$ cat config.mk
export PLATFORM = sky130hd
export DESIGN_NAME = nv12_color_bar_generator_flat
export DESIGN_NICKNAME = d
export VERILOG_FILES = /design/src/hw/rtl/nv12cb_pkg.sv /design/src/hw/rtl/nv12cb_if.sv /design/src/hw/rtl/nv12_color_bar_generator.sv /design/src/flat_wrapper.sv
export SDC_FILE = /design/constraint.sdc
export NUM_CORES = 1
export LEC_CHECK = 0
export BUFFER_PORTS_ARGS = -buffer_cell sky130_fd_sc_hd__buf_4
export CELL_PAD_IN_SITES_DETAIL_PLACEMENT = 1
export CELL_PAD_IN_SITES_GLOBAL_PLACEMENT = 2
export CORE_MARGIN = 10
export CORE_UTILIZATION = 37
export CTS_CLUSTER_SIZE = 12
export DETAILED_ROUTE_END_ITERATION = 8
export PLACE_DENSITY = 0.88
export SLEW_MARGIN = 20
export SYNTH_ARGS = -nofsm -noshare
export SYNTH_HDL_FRONTEND = slang
export SYNTH_SLANG_ARGS = --single-unit
$ cat constraint.sdc
create_clock -name clock -period 8.4 [get_ports clock]
set_input_delay 1.68 -clock clock [delete_from_list [all_inputs] [get_ports clock]]
set_output_delay 1.68 -clock clock [all_outputs]
set_load 0.05 [all_outputs]
$ cat src/hw/rtl/nv12cb_pkg.sv
// -----------------------------------------------------------------------------
// NV12 color bar generator package
// Field widths, register indexes, defaults and the BT.601 bar colors.
// -----------------------------------------------------------------------------
`default_nettype none

package nv12cb_pkg;

   localparam int SIZE_FIELD_BITS      = 13;
   localparam int STRIDE_FIELD_BITS    = 14;
   localparam int BASE_FIELD_BITS      = 26;
   localparam int CSR_DATA_BITS        = 26;
   localparam int CSR_INDEX_BITS       = 2;

   localparam int BAR_WIDTH_DEFAULT    = 128;
   localparam int MAX_WIDTH_DEFAULT    = 4096;
   localparam int ADDRESS_BITS_DEFAULT = 26;

   localparam logic [SIZE_FIELD_BITS-1:0]   ACTIVE_WIDTH_RESET  = 13'd1920;
   localparam logic [SIZE_FIELD_BITS-1:0]   ACTIVE_HEIGHT_RESET = 13'd1080;
   localparam logic [STRIDE_FIELD_BITS-1:0] LINE_STRIDE_RESET   = 14'd2048;
   localparam logic [BASE_FIELD_BITS-1:0]   CHROMA_BASE_RESET   = 26'd2211840;

   typedef enum logic [CSR_INDEX_BITS-1:0] {
      CSR_ACTIVE_WIDTH  = 2'd0,
      CSR_ACTIVE_HEIGHT = 2'd1,
      CSR_LINE_STRIDE   = 2'd2,
      CSR_CHROMA_BASE   = 2'd3
   } csr_index_type;

   localparam int COLOR_LEVEL = 192;

   // Rounded and floored (sum + 128) >> 8, plus the channel offset, kept to a byte.
   function automatic logic [7:0] to_byte(input int sum, input int offset);
      int biased;
      biased = (sum + 128 + 65536) >>> 8;
      return 8'(biased - 256 + offset);
   endfunction

   localparam logic [7:0] RED_Y   = to_byte(66 * COLOR_LEVEL, 16);
   localparam logic [7:0] RED_CB  = to_byte(-38 * COLOR_LEVEL, 128);
   localparam logic [7:0] RED_CR  = to_byte(112 * COLOR_LEVEL, 128);
   localparam logic [7:0] BLUE_Y  = to_byte(25 * COLOR_LEVEL, 16);
   localparam logic [7:0] BLUE_CB = to_byte(112 * COLOR_LEVEL, 128);
   localparam logic [7:0] BLUE_CR = to_byte(-18 * COLOR_LEVEL, 128);

endpackage

`default_nettype wire

$ cat src/hw/rtl/nv12cb_if.sv
// -----------------------------------------------------------------------------
// NV12 color bar generator channels
// Request, response and register write channels with valid/ready handshakes.
// -----------------------------------------------------------------------------
`default_nettype none

interface nv12cb_req_if;
   logic valid;
   logic ready;
   logic restart;

   modport source (output valid, output restart, input ready);
   modport sink (input valid, input restart, output ready);
   modport monitor (input valid, input restart, input ready);
endinterface

interface nv12cb_rsp_if #(
   parameter int ADDRESS_BITS = nv12cb_pkg::ADDRESS_BITS_DEFAULT
);
   logic                    valid;
   logic                    ready;
   logic [ADDRESS_BITS-1:0] luma_address;
   logic [7:0]              luma_value;
   logic [ADDRESS_BITS-1:0] cb_address;
   logic [7:0]              cb_value;
   logic [ADDRESS_BITS-1:0] cr_address;
   logic [7:0]              cr_value;
   logic                    frame_end;

   modport source (output valid, output luma_address, output luma_value,
                   output cb_address, output cb_value, output cr_address,
                   output cr_value, output frame_end, input ready);
   modport sink (input valid, input luma_address, input luma_value,
                 input cb_address, input cb_value, input cr_address,
                 input cr_value, input frame_end, output ready);
   modport monitor (input valid, input luma_address, input luma_value,
                    input cb_address, input cb_value, input cr_address,
                    input cr_value, input frame_end, input ready);
endinterface

interface nv12cb_csr_if;
   import nv12cb_pkg::*;

   logic                      valid;
   logic                      ready;
   logic [CSR_INDEX_BITS-1:0] index;
   logic [CSR_DATA_BITS-1:0]  data;

   modport source (output valid, output index, output data, input ready);
   modport sink (input valid, input index, input data, output ready);
   modport monitor (input valid, input index, input data, input ready);
endinterface

`default_nettype wire

$ cat src/hw/rtl/nv12_color_bar_generator.sv
// -----------------------------------------------------------------------------
// NV12 color bar generator
// Produces one NV12 pixel per accepted request: luma and chroma addresses and
// the BT.601 values of alternating red and blue bars.
// -----------------------------------------------------------------------------
// Each accepted request yields exactly one response in the next cycle, and a new
// request is taken in every cycle in which the response register is empty or
// being drained, so the block sustains one pixel per clock; the column, row and
// address counters all advance together on each accepted request. A request
// with restart set begins a new frame at pixel zero with the first bar red.
// Whenever a pixel at column zero of row zero is produced, the row start
// addresses are reloaded, so a new chroma base takes effect at the next frame.
// Register writes are always accepted and should be made while the block idles.
`default_nettype none

module nv12_color_bar_generator #(
   parameter int BAR_WIDTH    = nv12cb_pkg::BAR_WIDTH_DEFAULT,
   parameter int MAX_WIDTH    = nv12cb_pkg::MAX_WIDTH_DEFAULT,
   parameter int ADDRESS_BITS = nv12cb_pkg::ADDRESS_BITS_DEFAULT
) (
   input  wire           clock,
   input  wire           reset,
   nv12cb_req_if.sink    req_bus,
   nv12cb_rsp_if.source  rsp_bus,
   nv12cb_csr_if.sink    csr_bus
);
   import nv12cb_pkg::*;

   localparam int COL_BITS  = $clog2(MAX_WIDTH);
   localparam int SIZE_BITS = COL_BITS + 1;
   localparam int BAR_BITS  = (BAR_WIDTH > 1) ? $clog2(BAR_WIDTH) : 1;

   logic [SIZE_FIELD_BITS-1:0]   active_width_ff;
   logic [SIZE_FIELD_BITS-1:0]   active_height_ff;
   logic [STRIDE_FIELD_BITS-1:0] line_stride_ff;
   logic [BASE_FIELD_BITS-1:0]   chroma_base_ff;

   logic [COL_BITS-1:0]     column_ff, column_in, column_cur;
   logic [COL_BITS-1:0]     row_ff, row_in, row_cur;
   logic [BAR_BITS-1:0]     bar_ff, bar_in, bar_cur;
   logic                    red_phase_ff, red_phase_in, red_phase_cur;
   logic [ADDRESS_BITS-1:0] luma_row_ff, luma_row_in, luma_row_cur;
   logic [ADDRESS_BITS-1:0] chroma_row_ff, chroma_row_in, chroma_row_cur;

   logic [SIZE_BITS-1:0]    last_column, last_row;
   logic                    at_last_column, at_last_row;
   logic [ADDRESS_BITS-1:0] cb_address_cur;
   logic [ADDRESS_BITS-1:0] stride_ext;

   logic                    rsp_valid_ff;
   logic [ADDRESS_BITS-1:0] luma_address_ff, cb_address_ff, cr_address_ff;
   logic [7:0]              luma_value_ff, cb_value_ff, cr_value_ff;
   logic                    frame_end_ff;

   logic take_request;

   function automatic logic [SIZE_BITS-1:0] last_index(input logic [SIZE_FIELD_BITS-1:0] size);
      logic [SIZE_BITS-1:0] result;
      priority if (size == '0) begin
         result = '0;
      end else if (int'(size) > MAX_WIDTH) begin
         result = SIZE_BITS'(MAX_WIDTH - 1);
      end else begin
         result = SIZE_BITS'(size - 1'b1);
      end
      return result;
   endfunction

   assign csr_bus.ready = 1'b1;

   always_ff @(posedge clock) begin
      if (reset) begin
         active_width_ff  <= ACTIVE_WIDTH_RESET;
         active_height_ff <= ACTIVE_HEIGHT_RESET;
         line_stride_ff   <= LINE_STRIDE_RESET;
         chroma_base_ff   <= CHROMA_BASE_RESET;
      end else if (csr_bus.valid) begin
         unique case (csr_index_type'(csr_bus.index))
            CSR_ACTIVE_WIDTH: begin
               active_width_ff <= csr_bus.data[SIZE_FIELD_BITS-1:0];
            end
            CSR_ACTIVE_HEIGHT: begin
               active_height_ff <= csr_bus.data[SIZE_FIELD_BITS-1:0];
            end
            CSR_LINE_STRIDE: begin
               line_stride_ff <= csr_bus.data[STRIDE_FIELD_BITS-1:0];
            end
            CSR_CHROMA_BASE: begin
               chroma_base_ff <= csr_bus.data[BASE_FIELD_BITS-1:0];
            end
         endcase
      end
   end

   assign take_request  = req_bus.valid && req_bus.ready;
   assign req_bus.ready = !rsp_valid_ff || rsp_bus.ready;

   assign last_column = last_index(active_width_ff);
   assign last_row    = last_index(active_height_ff);
   assign stride_ext  = ADDRESS_BITS'(line_stride_ff);

   always_comb begin
      column_cur    = req_bus.restart ? '0 : column_ff;
      row_cur       = req_bus.restart ? '0 : row_ff;
      bar_cur       = req_bus.restart ? '0 : bar_ff;
      red_phase_cur = req_bus.restart ? 1'b0 : red_phase_ff;
      if (bar_cur == '0) begin
         red_phase_cur = !red_phase_cur;
      end

      if (column_cur == '0 && row_cur == '0) begin
         luma_row_cur   = '0;
         chroma_row_cur = ADDRESS_BITS'(chroma_base_ff);
      end else begin
         luma_row_cur   = luma_row_ff;
         chroma_row_cur = chroma_row_ff;
      end

      at_last_column = {1'b0, column_cur} >= last_column;
      at_last_row    = {1'b0, row_cur} >= last_row;
      cb_address_cur = chroma_row_cur
                     + ADDRESS_BITS'({column_cur[COL_BITS-1:1], 1'b0});

      column_in     = '0;
      row_in        = row_cur;
      bar_in        = '0;
      red_phase_in  = red_phase_cur;
      luma_row_in   = luma_row_cur;
      chroma_row_in = chroma_row_cur;
      priority if (!at_last_column) begin
         column_in = column_cur + 1'b1;
         bar_in    = (bar_cur == BAR_BITS'(BAR_WIDTH - 1)) ? '0 : bar_cur + 1'b1;
      end else if (at_last_row) begin
         row_in       = '0;
         red_phase_in = 1'b0;
      end else begin
         row_in      = row_cur + 1'b1;
         luma_row_in = luma_row_cur + stride_ext;
         if (row_cur[0]) begin
            chroma_row_in = chroma_row_cur + stride_ext;
         end
      end
   end

   always_ff @(posedge clock) begin
      if (reset) begin
         column_ff     <= '0;
         row_ff        <= '0;
         bar_ff        <= '0;
         red_phase_ff  <= 1'b0;
         luma_row_ff   <= '0;
         chroma_row_ff <= ADDRESS_BITS'(CHROMA_BASE_RESET);
      end else if (take_request) begin
         column_ff     <= column_in;
         row_ff        <= row_in;
         bar_ff        <= bar_in;
         red_phase_ff  <= red_phase_in;
         luma_row_ff   <= luma_row_in;
         chroma_row_ff <= chroma_row_in;
      end
   end

   always_ff @(posedge clock) begin
      if (reset) begin
         rsp_valid_ff <= 1'b0;
      end else if (take_request) begin
         rsp_valid_ff <= 1'b1;
      end else if (rsp_bus.ready) begin
         rsp_valid_ff <= 1'b0;
      end
   end

   always_ff @(posedge clock) begin
      if (take_request) begin
         luma_address_ff <= luma_row_cur + ADDRESS_BITS'(column_cur);
         cb_address_ff   <= cb_address_cur;
         cr_address_ff   <= cb_address_cur + 1'b1;
         luma_value_ff   <= red_phase_cur ? RED_Y  : BLUE_Y;
         cb_value_ff     <= red_phase_cur ? RED_CB : BLUE_CB;
         cr_value_ff     <= red_phase_cur ? RED_CR : BLUE_CR;
         frame_end_ff    <= at_last_column && at_last_row;
      end
   end

   assign rsp_bus.valid        = rsp_valid_ff;
   assign rsp_bus.luma_address = luma_address_ff;
   assign rsp_bus.luma_value   = luma_value_ff;
   assign rsp_bus.cb_address   = cb_address_ff;
   assign rsp_bus.cb_value     = cb_value_ff;
   assign rsp_bus.cr_address   = cr_address_ff;
   assign rsp_bus.cr_value     = cr_value_ff;
   assign rsp_bus.frame_end    = frame_end_ff;

endmodule

`default_nettype wire

$ cat src/flat_wrapper.sv
// flat-port wrapper written by rule: the top's interface ports become plain ports
module nv12_color_bar_generator_flat import nv12cb_pkg::*;
#(
   parameter int BAR_WIDTH    = nv12cb_pkg::BAR_WIDTH_DEFAULT,
   parameter int MAX_WIDTH    = nv12cb_pkg::MAX_WIDTH_DEFAULT,
   parameter int ADDRESS_BITS = nv12cb_pkg::ADDRESS_BITS_DEFAULT
)
  (clock, reset, req_bus_valid, req_bus_restart, req_bus_ready, rsp_bus_valid, rsp_bus_luma_address, rsp_bus_luma_value, rsp_bus_cb_address, rsp_bus_cb_value, rsp_bus_cr_address, rsp_bus_cr_value, rsp_bus_frame_end, rsp_bus_ready, csr_bus_valid, csr_bus_index, csr_bus_data, csr_bus_ready);
  nv12cb_req_if req_bus_i ();
  nv12cb_rsp_if #(.ADDRESS_BITS(ADDRESS_BITS)) rsp_bus_i ();
  nv12cb_csr_if csr_bus_i ();
  input  wire clock;
  input  wire reset;
  input wire logic [$bits(req_bus_i.valid)-1:0] req_bus_valid;
  input wire logic [$bits(req_bus_i.restart)-1:0] req_bus_restart;
  output wire logic [$bits(req_bus_i.ready)-1:0] req_bus_ready;
  output wire logic [$bits(rsp_bus_i.valid)-1:0] rsp_bus_valid;
  output wire logic [$bits(rsp_bus_i.luma_address)-1:0] rsp_bus_luma_address;
  output wire logic [$bits(rsp_bus_i.luma_value)-1:0] rsp_bus_luma_value;
  output wire logic [$bits(rsp_bus_i.cb_address)-1:0] rsp_bus_cb_address;
  output wire logic [$bits(rsp_bus_i.cb_value)-1:0] rsp_bus_cb_value;
  output wire logic [$bits(rsp_bus_i.cr_address)-1:0] rsp_bus_cr_address;
  output wire logic [$bits(rsp_bus_i.cr_value)-1:0] rsp_bus_cr_value;
  output wire logic [$bits(rsp_bus_i.frame_end)-1:0] rsp_bus_frame_end;
  input wire logic [$bits(rsp_bus_i.ready)-1:0] rsp_bus_ready;
  input wire logic [$bits(csr_bus_i.valid)-1:0] csr_bus_valid;
  input wire logic [$bits(csr_bus_i.index)-1:0] csr_bus_index;
  input wire logic [$bits(csr_bus_i.data)-1:0] csr_bus_data;
  output wire logic [$bits(csr_bus_i.ready)-1:0] csr_bus_ready;
  assign req_bus_i.valid = req_bus_valid;
  assign req_bus_i.restart = req_bus_restart;
  assign req_bus_ready = req_bus_i.ready;
  assign rsp_bus_valid = rsp_bus_i.valid;
  assign rsp_bus_luma_address = rsp_bus_i.luma_address;
  assign rsp_bus_luma_value = rsp_bus_i.luma_value;
  assign rsp_bus_cb_address = rsp_bus_i.cb_address;
  assign rsp_bus_cb_value = rsp_bus_i.cb_value;
  assign rsp_bus_cr_address = rsp_bus_i.cr_address;
  assign rsp_bus_cr_value = rsp_bus_i.cr_value;
  assign rsp_bus_frame_end = rsp_bus_i.frame_end;
  assign rsp_bus_i.ready = rsp_bus_ready;
  assign csr_bus_i.valid = csr_bus_valid;
  assign csr_bus_i.index = csr_bus_index;
  assign csr_bus_i.data = csr_bus_data;
  assign csr_bus_ready = csr_bus_i.ready;
  nv12_color_bar_generator #(.BAR_WIDTH(BAR_WIDTH), .MAX_WIDTH(MAX_WIDTH), .ADDRESS_BITS(ADDRESS_BITS)) u_core (.clock(clock), .reset(reset), .req_bus(req_bus_i), .rsp_bus(rsp_bus_i), .csr_bus(csr_bus_i));
endmodule
### Word-level counts from Yosys, hierarchy flattened

Index checks and enable logic that the tools add are counted.

* multiplexer cells: 28
* eq/ne operators: 4
* magnitude comparators: 4
* $add $sub $neg: 10
* reduce and logical (&&, ||, !) cells: 17

Operator list (number)
* $mux W26: 7
* $mux W12: 5
* $add A26 B12 Y26: 2
* $add A26 B14 Y26: 2
* $mux W13: 4
* $mux W7: 4
* $add A26 B1 Y26 const B: 1
* $ge A12 B13 Y1: 2
* $gt A13 B13 Y1 const B: 2
* $logic_not A13 Y1: 2
* $sub A13 B1 Y13 const B: 2
* $add A12 B1 Y12 const B: 2
* $logic_not A12 Y1: 2
* $mux W8: 2
* $reduce_and A2 Y1: 4
* $add A7 B1 Y7 const B: 1
* $eq A7 B7 Y1 const B: 1
* $logic_not A7 Y1: 1
* $mux W1: 6
* $eq A2 B2 Y1 const B: 2
* $logic_and A1 B1 Y1: 3
* $eq A2 B1 Y1 const B: 1
* $logic_not A1 Y1: 2
* $logic_not A2 Y1: 1
* 2 further kinds: 2

* input port bits: 34
* register bits after elaboration: 254
* output and inout bits: 106
* word-level logic and storage cells: 81

### Longest topological paths before layout

* depth in word-level cells: 8
* mapped depth: 24
* mapped depth without buffers: 19

### Worst setup path before layout

Ideal clock, no wire load.

* kind: input port to flip-flop
* start: input req_bus_restart
* end: register u_core.cr_address_ff[25] (netlist: u_core.rsp_bus.cr_address[25]) (data pin)
* setup time: 266 ps
* path buffers: 5
* arrival: 6641 ps
* cell stages on the path: 23
* data required time: 8134 ps
* path slack: 1493 ps
* cell sequence: clkbuf_1 clkbuf_1 nor2b_1 inv_1 ha_1 nand2_1 o31ai_2 buf_4 buf_6 clkbuf_1 mux2i_1 inv_1 ha_1 fa_1 a211oi_1 o211ai_1 a211o_1 and2_1 o2111ai_2 xnor2_1 or4b_4 nor4_4 xor2_1

* cells in the longest elaborated chain, start to end: 6
* elaborated cells between the ends (all ways): 8
* classes of those cells: add/sub (2); mux (3); reduce/logical (3)

Ends and longest elaborated chain
* start, declared: line flat_wrapper.sv:15 `input wire logic [$bits(req_bus_i.restart)-1:0] req_bus_restart;`
* $mux W12 (on tied branches): line nv12_color_bar_generator.sv:103, nv12_color_bar_generator.sv:104
* $logic_not A12 Y1: line nv12_color_bar_generator.sv:111 `if (column_cur == '0 && row_cur == '0) begin`
* $logic_and A1 B1 Y1: line nv12_color_bar_generator.sv:111
* $mux W26: line nv12_color_bar_generator.sv:111
* $add A26 B12 Y26 *: line nv12_color_bar_generator.sv:122 `+ ADDRESS_BITS'({column_cur[COL_BITS-1:1], 1'b0});`
* $add A26 B1 Y26 *: line nv12_color_bar_generator.sv:177 `cr_address_ff <= cb_address_cur + 1'b1;`
* end signal, assigned: line nv12_color_bar_generator.sv:177
* end, declared: line nv12_color_bar_generator.sv:51 `logic [ADDRESS_BITS-1:0] luma_address_ff, cb_address_ff, cr_address_ff;`

Mark *: on every way between the ends. The rest lies on a longest branch, timed or not.
A chain may end at the register's enable or synchronous reset.

### Final worst setup path

* start: input req_bus_restart
* end: register u_core.cr_address_ff[25] (netlist: u_core.rsp_bus.cr_address[25]) (data pin)

* cells in the longest elaborated chain, start to end: 6
* elaborated cells between the ends (all ways): 8
* classes of those cells: add/sub (2); mux (3); reduce/logical (3)

Ends and longest elaborated chain
* $mux W12 (on tied branches): line nv12_color_bar_generator.sv:103, nv12_color_bar_generator.sv:104
* $logic_not A12 Y1: line nv12_color_bar_generator.sv:111
* $logic_and A1 B1 Y1: line nv12_color_bar_generator.sv:111
* $mux W26: line nv12_color_bar_generator.sv:111
* $add A26 B12 Y26 *: line nv12_color_bar_generator.sv:122
* named net u_core.cb_address_cur[16]: line nv12_color_bar_generator.sv:47 `logic [ADDRESS_BITS-1:0] cb_address_cur;`
* $add A26 B1 Y26 *: line nv12_color_bar_generator.sv:177

Mark *: on every way through the listed nets, which the timed path passes. The rest lies on a longest branch.

==> impl_metrics.ini <==
[synthesis]
synthCells = 1685
synth_ff_type = dfxtp_1
ys_types = 90
synth_edf_count = 81
ys_seq_elements = 232
synth_area_mm2 = 0.01433
async_flop_share = 0
ys_seq_area_frac = 0.3807
synth_area_per_cell_um2 = 8.504
ys_warn_count = 0

[timing]
fmax_mhz = 155.5
fin_skew_ns = 0.02430
min_period_ns = 6.429
timing.setup.tns_ns = 0
max_slew.worst_pin.slew_ns = 1.059
hold_violations = 0
drv_slew = 0
period_share = 0.7654
setup_violations = 0
slew_headroom = 0.2941
rsz0062_at_grt = false

[global_routing]
grtUsageTotal = 0.1958
grt_pass1_wl_um = 74730
grt_pass1_vias = 13222
grt_overflow_total = 0
grt_max_degree = 73
antenna_found_initial = 0

[place]
portBuffers = 125
placedCellCount = 2259
hpwl_um = 34490
post_dp_cell_area_mm2 = 0.01563
gp_congestion = 0.8682

[power]
p_total_mw = 2.856
sequentialPowerShare = 0.433
switching_share = 0.2859
p_per_area_mw_per_mm2 = 172.4
p_sw_mw = 0.8167
irDropWorstVdd_v = 0.0001544
p_int_mw = 2.040
p_comb_frac = 0.131
leakage_nw = 6.790
power_frac_clock = 0.436

[worst_setup_path]
r2r-end = u_core.luma_row_ff[25]$_SDFFE_PP0P_
arrival_ns = 6.73
required_ns = 8.70
regToRegSetupSlack_ns = 2.31
critPathCaptureType = flop
crit_path_end = u_core.rsp_bus.cr_address[25]$_DFFE_PP_
start_kind = primary input
critPathMaxFanout = 34
startpoint = req_bus_restart
worst_r2r_path_depth = 16
reg2reg_from = u_core.active_height_ff[2]$_SDFFE_PP0P_
critPathKind = primary input to flop

[cts]
post_cts_buffers = 0
clkTransAtPathRegs_ns = 0.06
clk_root_buffer_cell = clkbuf_16
cts-hold-fix-buffers = 0
cts_resized = 0
clock-sinks = 232
cts_tree = yes
numCtsBuffers = 29
insertion_delay_ns = 0.57
cts_max_path_buffers = 3
htree_levels = 1

[finish]
area_growth_pct = 15.61
nNetsFinal = 1894
fin_area_mm2 = 0.01657
drive_gt1_frac = 0.1304
instances_no_fill = 2312
final_util = 0.4307
num_antenna_cells = 0

[routing]
wl_um = 47080
first_pass_iters = 5
drt_iter0_drc = 562
vias = 12782
viasPerCell = 5.529
wl_per_cell_um = 20.36
drtAntennaViolNets = 0
drcViolationCount = 0

[run]
maxCapViolations = 0

[die]
start_util = 0.3725
die_w_um = 216.8
rows = 72
die-area_mm2 = 0.04700
core_mm2 = 0.03847
die_height_um = 216.8
io-pin-count = 140

[worst_hold_path]
hp-class = flop to flop

[outcome]
outcome = finished clean
==> stage by stage <==
step           hold WS (ns)  setup WS, ns
2_1_floorplan        0.4313         1.493
3_3_place_gp         0.4394         1.565
3_5_place_dp         0.4500         1.398
4_1_cts              0.4583         1.983
5_1_grt              0.4826         1.612
6_report             0.4594         1.971
==> power by group through the flow <==
stage / Sequential, mW / Combinational [mW] / Clock [mW]
finish: 1.24 / 0.374 / 1.25
global route: 1.24 / 0.405 / 1.32
CTS: 1.24 / 0.377 / 1.28
detailed placement: 1.26 / 0.376 / 0
global placement: 1.26 / 0.367 / 0
floorplan: 1.33 / 0.190 / 0
==> logic make-up after synthesis <==
| group | after synthesis | synth area share |
|---|---|---|
| and+or+nand+nor | 697 | 0.2359 |
| AOI/OAI and AO/OA | 382 | 0.1686 |
| DFF | 232 | 0.3807 |
| buffers and inverters | 147 | 0.04628 |
| xor gates and xnor gates | 110 | 0.06933 |
| adders and majority gates | 89 | 0.07963 |
| muxes | 26 | 0.01903 |
| other | 2 | 0.0005241 |
==> registers in the layout, summed over array words and instances, names as in the netlist, 13 cells and up <==
register / count
u_core.rsp_bus.cb_address: 26
u_core.active_height_ff: 13
u_core.chroma_base_ff: 26
u_core.active_width_ff: 13
u_core.rsp_bus.cr_address: 26
u_core.luma_row_ff: 26
u_core.chroma_row_ff: 26
u_core.line_stride_ff: 14
u_core.rsp_bus.luma_address: 26
==> layout by cell type, fill, tap and decap left out, types with 29 or more instances in the layout <==
master,Yosys,layout
nand2_1,308,307
a21oi_1,157,157
dfxtp_1,151,151
buf_4,24,142
nor2_1,89,89
ha_1,84,84
edfxtp_1,81,81
nand3_1,70,69
xnor2_1,69,69
o21ai_0,52,52
inv_1,46,46
xor2_1,37,37
nor3_1,33,33
nor2b_1,31,31
and2_1,30,30
clkbuf_16,0,29
==> layer usage <==
metal,GRT usage,vias up,wire length [µm]
li1,-,6160,-
met1,0.2465,6315,20730
met2,0.3426,246,23310
met3,0.03176,61,2006
met4,0.04824,0,1031
met5,0,-,0
==> cell type report <==
class | instances | area (µm²)
clock buffers | 36 | 792.0
clock inverters | 17 | 145.1
fillers | 4564 | 21900
inverters | 49 | 186.4
multi-input cells | 1318 | 8274
flip-flops and latches | 232 | 5455
well taps | 518 | 648.1
repair buffers | 142 | 1066
==> critical path, cell delays in order <==
cell and delay [ns]:
buf_4 0.22, inv_1 0.36, nand2_1 0.18, ha_1 0.26, nand3_1 0.16, o31a_2 0.67
buf_4 0.43, nand2_1 0.09, nand2_1 0.14, ha_1 0.22, nand2_1 0.09, a21oi_1 0.18
nand4_1 0.25, a211oi_1 0.32, xnor2_1 0.12, mux2i_2 0.43, or4b_4 0.57, nor4_4 0.24
xor2_1 0.11
==> cells in the mapped netlist (37+ instances only) <==
cell,instances,area share
edfxtp_1,81,0.17
xnor2_1,69,0.042
xor2_1,37,0.023
ha_1,84,0.073
nor2_1,89,0.023
inv_1,46,0.012
dfxtp_1,151,0.21
nand3_1,70,0.024
o21ai_0,52,0.018
nand2_1,308,0.081
a21oi_1,157,0.055
clkbuf_1,62,0.016
==> worst min-delay path by stage <==
stage	startpoint	endpoint	slack [ns]	cells past startpoint
after floorplan	u_core.chroma_row_ff[1]$_SDFFE_PP0P_	u_core.chroma_row_ff[1]$_SDFFE_PP0P_	0.43	2
after global placement	u_core.chroma_row_ff[1]$_SDFFE_PP0P_	u_core.chroma_row_ff[1]$_SDFFE_PP0P_	0.44	2
after detailed placement	u_core.chroma_base_ff[11]$_SDFFE_PP0P_	u_core.chroma_base_ff[11]$_SDFFE_PP0P_	0.45	2
after CTS	u_core.column_ff[1]$_SDFFE_PP0P_	u_core.column_ff[1]$_SDFFE_PP0P_	0.46	2
after global routing	u_core.column_ff[1]$_SDFFE_PP0P_	u_core.column_ff[1]$_SDFFE_PP0P_	0.48	2
final	u_core.column_ff[1]$_SDFFE_PP0P_	u_core.column_ff[1]$_SDFFE_PP0P_	0.46	2
Note: power is estimated with default switching activity, not from simulation.
